`src/rtl/core/ctc_pkg.sv`:
```
// Package for the columnar transposition cipher: register indexes, widths,
// job and grid-write structs, and the letter test. No dependencies.
package ctc_pkg;

	// Default grid limits handed to the top level parameters
	localparam int DEF_MAX_ROW_COUNT = 8;
	localparam int DEF_MAX_COL_COUNT = 8;

	// Widths sized for the default grid limits (8 by 8)
	localparam int DIM_W  = 4;
	localparam int FILL_W = 7;
	localparam int ADDR_W = 6;

	// Configuration register indexes
	localparam logic [1:0] CFG_ROW_COUNT = 2'd0;
	localparam logic [1:0] CFG_COL_COUNT = 2'd1;
	localparam logic [1:0] CFG_MODE      = 2'd2;

	// Mode codes
	localparam logic MODE_ENCRYPT = 1'b0;
	localparam logic MODE_DECRYPT = 1'b1;

	// Fill character for unused cells
	localparam logic [7:0] PAD_CHAR = 8'h40;

	// What the back end has to do with a finished message
	typedef enum logic [2:0] {
		JOB_FAIL = 3'b001,
		JOB_ENC  = 3'b010,
		JOB_DEC  = 3'b100
	} job_kind_t;

	// One queued message: scan is outer count by inner count, address steps by step
	typedef struct packed {
		job_kind_t         kind;
		logic [DIM_W-1:0]  outer;
		logic [DIM_W-1:0]  inner;
		logic [DIM_W-1:0]  step;
		logic [FILL_W-1:0] fill;
	} job_t;

	// Grid write from the front end
	typedef struct packed {
		logic              en;
		logic [ADDR_W-1:0] addr;
		logic [7:0]        data;
	} grid_wr_t;

	function automatic logic is_letter(input logic [7:0] c);
		return ((c >= 8'h41) && (c <= 8'h5A)) || ((c >= 8'h61) && (c <= 8'h7A));
	endfunction

endpackage

```
`src/rtl/core/ctc_front.sv`:
```
// Front end: configuration registers, byte loading and message classification.
// Depends on ctc_pkg.
module ctc_front #(
	parameter int MAX_ROW_COUNT = ctc_pkg::DEF_MAX_ROW_COUNT,
	parameter int MAX_COL_COUNT = ctc_pkg::DEF_MAX_COL_COUNT
) (
	input  logic                        clk,
	input  logic                        arst_n,
	input  logic                        accept,
	input  logic [7:0]                  in_byte,
	input  logic                        in_last,
	input  logic                        cfg_we,
	input  logic [1:0]                  cfg_index,
	input  logic [ctc_pkg::DIM_W-1:0]   cfg_data,
	output ctc_pkg::grid_wr_t           wr,
	output logic                        push,
	output ctc_pkg::job_t               job
);

	localparam int DW   = ctc_pkg::DIM_W;
	localparam int FW   = ctc_pkg::FILL_W;
	localparam int SW   = 2 * DW;
	localparam logic [DW-1:0] ROW_LIMIT = DW'(MAX_ROW_COUNT);
	localparam logic [DW-1:0] COL_LIMIT = DW'(MAX_COL_COUNT);

	logic [DW-1:0] row_count_q;
	logic [DW-1:0] col_count_q;
	logic          mode_q;
	logic [FW-1:0] fill_q;
	logic          ovf_q;

	logic [DW-1:0] rows;
	logic [DW-1:0] cols;
	logic [SW-1:0] size;
	logic          store;
	logic [FW-1:0] fill_nxt;
	logic          ovf_nxt;
	logic          enc_bad;
	logic          dec_bad;

	// Clamp grid size to the supported range
	always_comb begin
		rows = (row_count_q == '0) ? DW'(1) :
			((row_count_q > ROW_LIMIT) ? ROW_LIMIT : row_count_q);
		cols = (col_count_q == '0) ? DW'(1) :
			((col_count_q > COL_LIMIT) ? COL_LIMIT : col_count_q);
		size = SW'(rows) * SW'(cols);
	end

	// Decide store or drop, and classify the message on its last word
	always_comb begin
		store    = SW'(fill_q) < size;
		fill_nxt = store ? fill_q + FW'(1) : fill_q;
		ovf_nxt  = ovf_q | ~store;
		enc_bad  = ovf_nxt | (SW'(fill_nxt) > size);
		dec_bad  = ovf_nxt | (SW'(fill_nxt) != size);

		wr.en   = accept & store;
		wr.addr = fill_q[ctc_pkg::ADDR_W-1:0];
		wr.data = in_byte;

		push = accept & in_last;
		if (mode_q == ctc_pkg::MODE_DECRYPT) begin
			job.kind  = dec_bad ? ctc_pkg::JOB_FAIL : ctc_pkg::JOB_DEC;
			job.outer = rows;
			job.inner = cols;
			job.step  = rows;
		end else begin
			job.kind  = enc_bad ? ctc_pkg::JOB_FAIL : ctc_pkg::JOB_ENC;
			job.outer = cols;
			job.inner = rows;
			job.step  = cols;
		end
		job.fill = fill_nxt;
	end

	// Hold configuration registers
	always_ff @(posedge clk or negedge arst_n) begin
		if (!arst_n) begin
			row_count_q <= DW'(8);
			col_count_q <= DW'(8);
			mode_q      <= ctc_pkg::MODE_ENCRYPT;
		end else if (cfg_we) begin
			unique case (cfg_index)
				ctc_pkg::CFG_ROW_COUNT: row_count_q <= cfg_data;
				ctc_pkg::CFG_COL_COUNT: col_count_q <= cfg_data;
				ctc_pkg::CFG_MODE:      mode_q      <= cfg_data[0];
				default: ;
			endcase
		end
	end

	// Advance fill count; clear it at the end of a message
	always_ff @(posedge clk or negedge arst_n) begin
		if (!arst_n) begin
			fill_q <= '0;
			ovf_q  <= 1'b0;
		end else if (accept) begin
			if (in_last) begin
				fill_q <= '0;
				ovf_q  <= 1'b0;
			end else begin
				fill_q <= fill_nxt;
				ovf_q  <= ovf_nxt;
			end
		end
	end

endmodule

```
`src/rtl/core/ctc_queue.sv`:
```
// Two-entry job queue between front end and back end.
// Depends on ctc_pkg.
module ctc_queue (
	input  logic          clk,
	input  logic          arst_n,
	input  logic          push,
	input  ctc_pkg::job_t push_job,
	input  logic          pop,
	output ctc_pkg::job_t head,
	output logic          empty
);

	ctc_pkg::job_t ent_q [2];
	logic          wr_ptr_q;
	logic          rd_ptr_q;
	logic [1:0]    cnt_q;

	assign head  = ent_q[rd_ptr_q];
	assign empty = (cnt_q == 2'd0);

	// Store pushed job
	always_ff @(posedge clk) begin
		if (push) begin
			ent_q[wr_ptr_q] <= push_job;
		end
	end

	// Advance pointers and count
	always_ff @(posedge clk or negedge arst_n) begin
		if (!arst_n) begin
			wr_ptr_q <= 1'b0;
			rd_ptr_q <= 1'b0;
			cnt_q    <= 2'd0;
		end else begin
			if (push) begin
				wr_ptr_q <= ~wr_ptr_q;
			end
			if (pop) begin
				rd_ptr_q <= ~rd_ptr_q;
			end
			case ({push, pop})
				2'b10:   cnt_q <= cnt_q + 2'd1;
				2'b01:   cnt_q <= cnt_q - 2'd1;
				default: cnt_q <= cnt_q;
			endcase
		end
	end

endmodule

```
`src/rtl/core/ctc_back.sv`:
```
// Back end: grid memory, readout scan, letter filter and result register.
// Depends on ctc_pkg.
module ctc_back #(
	parameter int MAX_ROW_COUNT = ctc_pkg::DEF_MAX_ROW_COUNT,
	parameter int MAX_COL_COUNT = ctc_pkg::DEF_MAX_COL_COUNT
) (
	input  logic              clk,
	input  logic              arst_n,
	input  ctc_pkg::grid_wr_t wr,
	input  ctc_pkg::job_t     job,
	input  logic              job_valid,
	output logic              pop,
	output logic              busy,
	output logic              strobe,
	output logic [7:0]        out_byte,
	output logic              has_char,
	output logic              failed,
	output logic              out_last
);

	localparam int CELLS   = MAX_ROW_COUNT * MAX_COL_COUNT;
	localparam int GRID_AW = (CELLS > 1) ? $clog2(CELLS) : 1;
	localparam int DW      = ctc_pkg::DIM_W;
	localparam int FW      = ctc_pkg::FILL_W;
	localparam int SUM_W   = GRID_AW + DW;

	typedef enum logic [3:0] {
		ST_IDLE  = 4'b0001,
		ST_SCAN  = 4'b0010,
		ST_DRAIN = 4'b0100,
		ST_FLUSH = 4'b1000
	} state_t;

	logic [7:0] grid_mem [CELLS];

	// Control state
	state_t        state_q, state_d;
	logic          valid_s1;
	logic          pend_v_q, pend_v_d;
	logic          strobe_q, strobe_d;

	// Job and scan payload
	logic          dec_q, dec_d;
	logic [DW-1:0] outer_q, outer_d;
	logic [DW-1:0] inner_q, inner_d;
	logic [DW-1:0] step_q, step_d;
	logic [FW-1:0] fill_q, fill_d;
	logic [DW-1:0] oi_q, oi_d;
	logic [DW-1:0] ii_q, ii_d;
	logic [GRID_AW-1:0] addr_q, addr_d;
	logic [7:0]    rdata_s1;
	logic          pad_s1;
	logic          last_s1;
	logic [7:0]    pend_q, pend_d;
	logic [7:0]    byte_q, byte_d;
	logic          has_q, has_d;
	logic          fail_q, fail_d;
	logic          last_q, last_d;

	logic             rd_en;
	logic             last_inner;
	logic             last_outer;
	logic [SUM_W-1:0] addr_sum;

	assign rd_en      = (state_q == ST_SCAN);
	assign last_inner = (ii_q == inner_q - DW'(1));
	assign last_outer = (oi_q == outer_q - DW'(1));
	assign addr_sum   = SUM_W'(addr_q) + SUM_W'(step_q);
	assign pop        = (state_q == ST_IDLE) & job_valid;
	assign busy       = (state_q != ST_IDLE);

	assign strobe   = strobe_q;
	assign out_byte = byte_q;
	assign has_char = has_q;
	assign failed   = fail_q;
	assign out_last = last_q;

	// Write loaded bytes, read the scanned cell
	always_ff @(posedge clk) begin
		if (wr.en) begin
			grid_mem[wr.addr[GRID_AW-1:0]] <= wr.data;
		end
		if (rd_en) begin
			rdata_s1 <= grid_mem[addr_q];
		end
	end

	// Sequence the job, filter letters, form results
	always_comb begin
		state_d  = state_q;
		pend_v_d = pend_v_q;
		strobe_d = 1'b0;
		dec_d    = dec_q;
		outer_d  = outer_q;
		inner_d  = inner_q;
		step_d   = step_q;
		fill_d   = fill_q;
		oi_d     = oi_q;
		ii_d     = ii_q;
		addr_d   = addr_q;
		pend_d   = pend_q;
		byte_d   = byte_q;
		has_d    = has_q;
		fail_d   = fail_q;
		last_d   = last_q;

		// Emit from the read stage
		if (valid_s1) begin
			if (!dec_q) begin
				strobe_d = 1'b1;
				byte_d   = pad_s1 ? ctc_pkg::PAD_CHAR : rdata_s1;
				has_d    = 1'b1;
				fail_d   = 1'b0;
				last_d   = last_s1;
			end else if (ctc_pkg::is_letter(rdata_s1)) begin
				if (pend_v_q) begin
					strobe_d = 1'b1;
					byte_d   = pend_q;
					has_d    = 1'b1;
					fail_d   = 1'b0;
					last_d   = 1'b0;
				end
				pend_d   = rdata_s1;
				pend_v_d = 1'b1;
			end
		end

		unique case (state_q)
			ST_IDLE: begin
				if (job_valid) begin
					unique case (job.kind) inside
						ctc_pkg::JOB_FAIL: begin
							strobe_d = 1'b1;
							byte_d   = 8'h00;
							has_d    = 1'b0;
							fail_d   = 1'b1;
							last_d   = 1'b1;
						end
						ctc_pkg::JOB_ENC, ctc_pkg::JOB_DEC: begin
							dec_d    = (job.kind == ctc_pkg::JOB_DEC);
							outer_d  = job.outer;
							inner_d  = job.inner;
							step_d   = job.step;
							fill_d   = job.fill;
							oi_d     = '0;
							ii_d     = '0;
							addr_d   = '0;
							pend_v_d = 1'b0;
							state_d  = ST_SCAN;
						end
						default: ;
					endcase
				end
			end
			ST_SCAN: begin
				if (last_inner) begin
					ii_d   = '0;
					oi_d   = oi_q + DW'(1);
					addr_d = GRID_AW'(oi_q + DW'(1));
					if (last_outer) begin
						state_d = ST_DRAIN;
					end
				end else begin
					ii_d   = ii_q + DW'(1);
					addr_d = addr_sum[GRID_AW-1:0];
				end
			end
			ST_DRAIN: begin
				if (valid_s1 && last_s1) begin
					state_d = dec_q ? ST_FLUSH : ST_IDLE;
				end
			end
			ST_FLUSH: begin
				// Release the held letter as last, or an empty last word
				strobe_d = 1'b1;
				byte_d   = pend_v_q ? pend_q : 8'h00;
				has_d    = pend_v_q;
				fail_d   = 1'b0;
				last_d   = 1'b1;
				pend_v_d = 1'b0;
				state_d  = ST_IDLE;
			end
			default: state_d = ST_IDLE;
		endcase
	end

	// Hold control state
	always_ff @(posedge clk or negedge arst_n) begin
		if (!arst_n) begin
			state_q  <= ST_IDLE;
			valid_s1 <= 1'b0;
			pend_v_q <= 1'b0;
			strobe_q <= 1'b0;
		end else begin
			state_q  <= state_d;
			valid_s1 <= rd_en;
			pend_v_q <= pend_v_d;
			strobe_q <= strobe_d;
		end
	end

	// Hold payload
	always_ff @(posedge clk) begin
		dec_q   <= dec_d;
		outer_q <= outer_d;
		inner_q <= inner_d;
		step_q  <= step_d;
		fill_q  <= fill_d;
		oi_q    <= oi_d;
		ii_q    <= ii_d;
		addr_q  <= addr_d;
		pad_s1  <= ~dec_q & (FW'(addr_q) >= fill_q);
		last_s1 <= last_inner & last_outer;
		pend_q  <= pend_d;
		byte_q  <= byte_d;
		has_q   <= has_d;
		fail_q  <= fail_d;
		last_q  <= last_d;
	end

endmodule

```
`src/rtl/core/columnar_transposition_cipher.sv`:
```
// Top level of the columnar transposition cipher.
// Depends on ctc_pkg, ctc_front, ctc_queue and ctc_back.
//
//   channel   handshake                  payload
//   input     start, busy                in_byte, in_last
//   config    cfg_valid, cfg_ready       cfg_index, cfg_data
//   result    strobe (one cycle)         out_byte, has_char, failed, out_last
//
// Message bytes load one per cycle into the grid memory while busy is low.
// The last word queues a job; the back end takes it in the next cycle and
// scans rows*cols cells, one memory read per cycle. The final result passes
// the read stage and the result register, a decrypt also the flush state;
// busy stays high until the final result is registered.
// A failed length check gives its single result via queue and result register.
// Reset clears control state only; the grid needs no clearing.
// Results cannot be stalled by the receiver; cfg_ready is always high.
module columnar_transposition_cipher #(
	parameter int MAX_ROW_COUNT = ctc_pkg::DEF_MAX_ROW_COUNT,
	parameter int MAX_COL_COUNT = ctc_pkg::DEF_MAX_COL_COUNT
) (
	input  logic                      clk,
	input  logic                      arst_n,
	input  logic                      start,
	output logic                      busy,
	input  logic [7:0]                in_byte,
	input  logic                      in_last,
	input  logic                      cfg_valid,
	output logic                      cfg_ready,
	input  logic [1:0]                cfg_index,
	input  logic [ctc_pkg::DIM_W-1:0] cfg_data,
	output logic                      strobe,
	output logic [7:0]                out_byte,
	output logic                      has_char,
	output logic                      failed,
	output logic                      out_last
);

	ctc_pkg::grid_wr_t wr;
	ctc_pkg::job_t     front_job;
	ctc_pkg::job_t     head_job;
	logic              push;
	logic              pop;
	logic              q_empty;
	logic              back_busy;
	logic              accept;

	// Take a word only while no job is queued or running
	assign busy      = ~q_empty | back_busy;
	assign accept    = start & ~busy;
	assign cfg_ready = 1'b1;

	ctc_front #(
		.MAX_ROW_COUNT(MAX_ROW_COUNT),
		.MAX_COL_COUNT(MAX_COL_COUNT)
	) u_front (
		.clk       (clk),
		.arst_n    (arst_n),
		.accept    (accept),
		.in_byte   (in_byte),
		.in_last   (in_last),
		.cfg_we    (cfg_valid),
		.cfg_index (cfg_index),
		.cfg_data  (cfg_data),
		.wr        (wr),
		.push      (push),
		.job       (front_job)
	);

	ctc_queue u_queue (
		.clk      (clk),
		.arst_n   (arst_n),
		.push     (push),
		.push_job (front_job),
		.pop      (pop),
		.head     (head_job),
		.empty    (q_empty)
	);

	ctc_back #(
		.MAX_ROW_COUNT(MAX_ROW_COUNT),
		.MAX_COL_COUNT(MAX_COL_COUNT)
	) u_back (
		.clk       (clk),
		.arst_n    (arst_n),
		.wr        (wr),
		.job       (head_job),
		.job_valid (~q_empty),
		.pop       (pop),
		.busy      (back_busy),
		.strobe    (strobe),
		.out_byte  (out_byte),
		.has_char  (has_char),
		.failed    (failed),
		.out_last  (out_last)
	);

endmodule

```
`config.mk`:
```
export PLATFORM = sky130hd
export DESIGN_NAME = columnar_transposition_cipher
export DESIGN_NICKNAME = d
export VERILOG_FILES = /design/src/rtl/core/ctc_pkg.sv /design/src/rtl/core/ctc_front.sv /design/src/rtl/core/ctc_queue.sv /design/src/rtl/core/ctc_back.sv /design/src/rtl/core/columnar_transposition_cipher.sv
export SDC_FILE = /design/constraint.sdc
export NUM_CORES = 1
export LEC_CHECK = 0
export ABC_AREA = 1
export BUFFER_PORTS_ARGS = -buffer_cell sky130_fd_sc_hd__buf_2
export CORE_MARGIN = 2
export CORE_UTILIZATION = 63
export CTS_CLUSTER_DIAMETER = 150
export DETAILED_ROUTE_END_ITERATION = 12
export PLACE_DENSITY = 0.8
export SLEW_MARGIN = 20
export SYNTH_ARGS = -nofsm -noshare
export SYNTH_HDL_FRONTEND = slang
export SYNTH_HIERARCHICAL = 1
export SYNTH_SLANG_ARGS = --single-unit
```
`constraint.sdc`:
```
create_clock -name clk -period 7.1 [get_ports clk]
set_input_delay 1.065 -clock clk [delete_from_list [all_inputs] [get_ports clk]]
set_output_delay 1.065 -clock clk [all_outputs]
set_load 0.03 [all_outputs]
```
-- Word-level counts from Yosys, hierarchy flattened
Memories as Yosys holds them, arrays and structs flattened. A register that Yosys moved wholly into a read port is not among the register bits.
Index checks and enable logic that the tools add are counted.
- output and inout port bits: 14
- flip-flop bits (word level): 83
- bits of input ports: 19
- logic and storage cells: 178
- memories: 2
- memory bits (writable): 556
- memory list (name ; words ; width ; rd ports ; clocked after Yosys merged registers in ; write ports ; RTL line ; text):
    u_back.grid_mem ; 64 ; 8 ; 1 ; 1 ; 1 ; ctc_back.sv:34 ; logic [7:0] grid_mem [CELLS];
    u_queue.ent_q ; 2 ; 22 ; 1 ; 0 ; 1 ; ctc_queue.sv:13 ; ctc_pkg::job_t ent_q [2];
- add/sub/neg operators: 9
- reduce and logical (&&, ||, !) cells: 19
- bitwise logic cells: 16
- eq/ne operators: 20
- muxes and demuxes: 75
- multipliers: 1
- order comparisons: 9
- operators with widths (operator ; count):
    $mux 8 ; 8
    $mux 4 ; 14
    $mux 1 ; 34
    $mux 6 ; 3
    $ge 8x7->1 const B ; 2
    $le 8x7->1 const B ; 2
    $pmux 4 s2 ; 2
    $pmux 8 s2 ; 1
    $mux 15 ; 1
    $mux 7 ; 2
    $pmux 4 s3 ; 1
    $pmux 6 s2 ; 1
    $pmux 1 s2 ; 5
    $reduce_and 3->1 ; 3
    $add 4x1->4 const B ; 2
    $eq 4x4->1 ; 2
    $gt 4x4->1 const B ; 2
    $gt 7x8->1 ; 1
    $logic_not 4->1 ; 2
    $lt 7x8->1 ; 1
    $mul 4x4->8 ; 1
    $ne 2x2->1 const B ; 4
    $ne 7x8->1 ; 1
    $sub 4x1->4 const B ; 2
    other kinds (31) ; 52

-- Depth between registers and ports, before layout
- word-level depth: 10
- depth in mapped cells: 31

-- By module
The synthesis kept the hierarchy.
- by module, submodules not included (module ; area each (um^2) ; times used ; cells each ; seq. area each (um^2)):
    ctc_back ; 24571.1 ; 1 ; 2182 ; 17312.9
    ctc_front ; 1974.4 ; 1 ; 288 ; 427.9
    ctc_queue ; 1949.4 ; 1 ; 138 ; 1421.4
    columnar_transposition_cipher ; 35.0 ; 1 ; 7 ; 0.0

-- Worst setup path after synthesis
Ideal clock, no wire load.
- path kind: register -> register
- start point: register u_front.col_count_q[3]
- end point: memory u_back.grid_mem[48][0] (enable)
- setup time: 395 ps
- arrival: 4674 ps
- required time: 6705 ps
- stages on the path, launching flop included: 21
- clock period less this slack: 5069 ps
- setup slack: 2031 ps
- cells stage by stage: dfstp_2 clkbuf_1 nor2_1 inv_1 nor2_1 ha_1 ha_1 ha_1 fa_1 a21oi_1 o21bai_1 xnor2_1 ha_1 nand3_1 nor2_1 nor2_2 nand2_2 nor2_1 clkbuf_1 nand4_1 nor4_1
- RTL lines (what ; RTL line ; text):
    from (decl) ; ctc_front.sv:27 ; logic [DW-1:0] col_count_q;
    from (signal assigned) ; ctc_front.sv:86 ; ctc_pkg::CFG_COL_COUNT: col_count_q <= cfg_data;
    to (decl) ; ctc_back.sv:34 ;

==> impl_metrics.env <==
export IMPL_outcome="complete, no violations"
export IMPL_critPathMaxFanout=9
export IMPL_nets=2649
export IMPL_final_util_pct=69.1
export IMPL_gp_congestion=0.899
export IMPL_fmax_ghz=0.164
export IMPL_wire_per_inst_um=20.6
export IMPL_setup_tns_ns=0
export IMPL_p_int_uw=7350
export IMPL_seq_area_frac_synth_pct=67.2
export IMPL_cts_buffers=61
export IMPL_io_buffer_count=31
export IMPL_syn_nets=2678
export IMPL_min_path_type="register to register"
export IMPL_yosysTopAreaCell="edfxtp_1"
export IMPL_cts_root_buf="clkbuf_16"
export IMPL_post_cts_setup_buffer_count=0
export IMPL_netlist_area_um2=28500
export IMPL_io_pins=33
export IMPL_r2r_cells=20
export IMPL_finalCritPeriodShare_pct=85.9
export IMPL_synthTopCellsByCount="nand2_1 (826), edfxtp_1 (606), nand3_1 (477)"
export IMPL_syn2layout_area_growth_pct=7.60
export IMPL_synth_ff_type="edfxtp_1"
export IMPL_rsz0062_at_grt="no"
export IMPL_worstSkewPairLatency_ns=0.66
export IMPL_finalWorstSetupSlack_ns=0.999
export IMPL_clock_path_buffers=3
export IMPL_die_w_um=217
export IMPL_synth_cells=2615
export IMPL_via_per_inst=6.08
export IMPL_die_y_um=217
export IMPL_maxSlewViolCount=0
export IMPL_synth_area_top_cells="edfxtp_1 (64%), nand2_1 (11%), nand3_1 (8.4%), dfrtp_1 (2.2%), inv_1 (2.1%)"
export IMPL_yosysUniqueCellTypes=42
export IMPL_nFillCells=3020
export IMPL_cts_hold_buffers=0
export IMPL_post_synth_cell_area_avg_um2=10.9
export IMPL_synth_seq_cells=647
export IMPL_ff_latch_area_um2=19200
export IMPL_power_frac_comb_pct=29.8
export IMPL_worst_pin_slew_ns=1.11
export IMPL_synth_edf_count=606
export IMPL_start_util_pct=64.2
export IMPL_wirelength_um=66700
export IMPL_holdPathStages=2
export IMPL_holdPathEnd="u_back/out_last$_DFF_P_"
export IMPL_slowest_delay_ns=0.91
export IMPL_drive_gt1_share_pct=7.31
export IMPL_std_cell_rows=77
export IMPL_switching_power_uw=4060
export IMPL_routed_via_count=19700
export IMPL_grt_total_usage_pct=28.6
export IMPL_fin_crit_ns=6.10
export IMPL_finalSetupViolCount=0
export IMPL_cp_top_family="simple AND/OR/NAND/NOR gates"
export IMPL_synth_most_common_cell="nand2_1"
export IMPL_r2r_end="u_back/grid_mem[12][3]$_DFFE_PP_"
export IMPL_power_leakage_uw=0.0118
export IMPL_dp_slack_ns=1.19
export IMPL_hp_start="u_back/out_last$_DFF_P_"
export IMPL_cts_resized=0
export IMPL_dp_hpwl_um=39500
export IMPL_synth_async_reset_ratio_pct=4.33
export IMPL_clock_sinks=647
export IMPL_grt_first_pass_wirelength_um=103000
export IMPL_reg2reg_slack_ns=1.0
export IMPL_rr_startpoint="u_front/row_count_q[3]$_DFFE_PN1P_"
export IMPL_path_cells="inv_2 > nand2_1 > nand2_1 > inv_1 > nor2_1 > ha_1 > ha_1 > ha_1 > fa_1 > a21oi_1 > o21bai_1 > xnor2_1 > ha_1 > nand3_1 > nor2_1 > nor2_2 > nand2_2 > nor2_1 > nand4_1 > nor2_1"
export IMPL_drt_initial_drc_count=2456
export IMPL_pwr_share_clk_pct=29.0
export IMPL_timing_hold_violations_final=0
export IMPL_critPathBufInv=2
export IMPL_powerDensity_nw_per_um2=372
export IMPL_cts_tree="built"
export IMPL_drv_cap=0
export IMPL_die_area_um2=47000
export IMPL_antenna_found_initial=0
export IMPL_grt_max_degree=259
export IMPL_slowest_stage="nor2_1"
export IMPL_core_area_um2=44400
export IMPL_grt_pass1_vias=19200
export IMPL_slew_headroom_pct=26.3
export IMPL_synth_top_area_share_pct=63.8
export IMPL_cts_max_level=2
export IMPL_grt_ovfl_total=0
export IMPL_dr_pass1_iters=6
export IMPL_critPathRequiredTime_ns=7.38
export IMPL_peakVddDrop_mv=0.278
export IMPL_cp_end_kind="register"
export IMPL_diodes=0
export IMPL_crit_type="register to register"
export IMPL_seqPwrFrac_pct=41.3
export IMPL_cp_start_kind="register"
export IMPL_drc_errors=0
export IMPL_fin_skew_ns=0.0522
export IMPL_swShare_pct=35.6
export IMPL_clk_pin_slew_worst_paths_ns=0.06
export IMPL_crit_arrival_ns=6.38
export IMPL_multi_input_area_um2=7750
export IMPL_ant_nets=0
export IMPL_yosysWarnings=6
## layout by cell type (no fill, tap or decap), types with 23 or more instances in the layout
cell type / netlist / final
clkbuf_16: 0 / 61
nand2_1: 826 / 826
buf_2: 43 / 23
nor2_1: 137 / 136
dfrtp_1: 25 / 24
inv_1: 156 / 155
edfxtp_1: 606 / 606
ha_1: 39 / 39
a21oi_1: 33 / 33
buf_4: 39 / 28
nand3_1: 477 / 477
o21ai_0: 30 / 30
## metrics by stage
stage | std cells | hold WS (ns) | instance area (um2) | power, uW
floorplan | 2615 | 0.426 | 28500 | 7290
CTS | 3230 | 0.442 | 30700 | 11300
global placement | 3114 | 0.429 | 28600 | 7920
detailed placement | 3114 | 0.427 | 28600 | 8040
finish | 3231 | 0.445 | 30700 | 11400
global route | 3231 | 0.460 | 30700 | 11900
## layer usage
metal  GRT usage (%)  share of wire (%)
met1            38.7                 38
met3            5.90                 11
met5               0                  0
met4            11.3                3.6
met2            46.0                 47
## sequential cells by signal, summed over array words and instances (netlist names), 6 cells and up
register	flops
u_back/addr_q	6
u_back/out_byte	8
u_queue/ent_q	44
u_back/fill_q	7
u_back/grid_mem	512
u_front/fill_q	7
u_back/rdata_s1	8
u_back/pend_q	8
## logic make-up (layout without fill, tap and decap cells)
kind of cell	count (synthesis)	count (layout)	share of synthesized area (%)
AOI/OAI and AO/OA	100	100	2.11
xor gates and xnor gates	19	19	0.583
adders and majority gates	44	44	2.06
buffers and inverters	308	332	5.72
DFF	647	647	67.2
other	1	1	0.0131
and+or+nand+nor	1496	1496	22.3
## worst register-to-register path: stages, from the launching register on
cell      delay, ns
dfstp_2        0.59
inv_2          0.08
nand2_1        0.06
nand2_1        0.09
inv_1          0.14
nor2_1         0.06
ha_1           0.29
ha_1           0.30
ha_1           0.24
fa_1           0.46
a21oi_1        0.15
o21bai_1       0.09
xnor2_1        0.22
ha_1           0.27
nand3_1        0.10
nor2_1         0.06
nor2_2         0.11
nand2_2        0.14
nor2_1         0.52
nand4_1        0.85
nor2_1         0.91
## cell type report
cell class / count / share of cell area (%)
Inverter: 163 / 2.03
Timing Repair Buffer: 53 / 1.21
Tap cell: 592 / 2.41
Clock inverter: 38 / 1.47
Clock buffer: 78 / 5.21
Multi-Input combinational cell: 1660 / 25.2
Sequential cell: 647 / 62.4
## how the worst max path moves through the flow
| stage | from | endpoint | cells past startpoint |
|---|---|---|---|
| floorplan | u_front/col_count_q[3]$_DFFE_PN1P_ | u_back/grid_mem[48][0]$_DFFE_PP_ | 20 |
| global placement | u_front/row_count_q[3]$_DFFE_PN1P_ | u_back/grid_mem[42][0]$_DFFE_PP_ | 20 |
| detailed placement | u_front/row_count_q[3]$_DFFE_PN1P_ | u_back/grid_mem[29][1]$_DFFE_PP_ | 20 |
| CTS | u_front/row_count_q[3]$_DFFE_PN1P_ | u_back/grid_mem[44][3]$_DFFE_PP_ | 20 |
| global route | u_front/row_count_q[3]$_DFFE_PN1P_ | u_back/grid_mem[28][3]$_DFFE_PP_ | 20 |
| finish | u_front/row_count_q[3]$_DFFE_PN1P_ | u_back/grid_mem[12][3]$_DFFE_PP_ | 20 |
## power by group through the flow
stage / sequential [uW] / combinational (uW) / clock [uW]
6_report: 4710 / 3400 / 3310
5_1_grt: 4730 / 3720 / 3500
4_1_cts: 4700 / 3300 / 3340
3_5_place_dp: 4780 / 3270 / 0
3_3_place_gp: 4770 / 3150 / 0
2_1_floorplan: 4700 / 2590 / 0
Note: power is estimated with default switching activity, not from simulation.
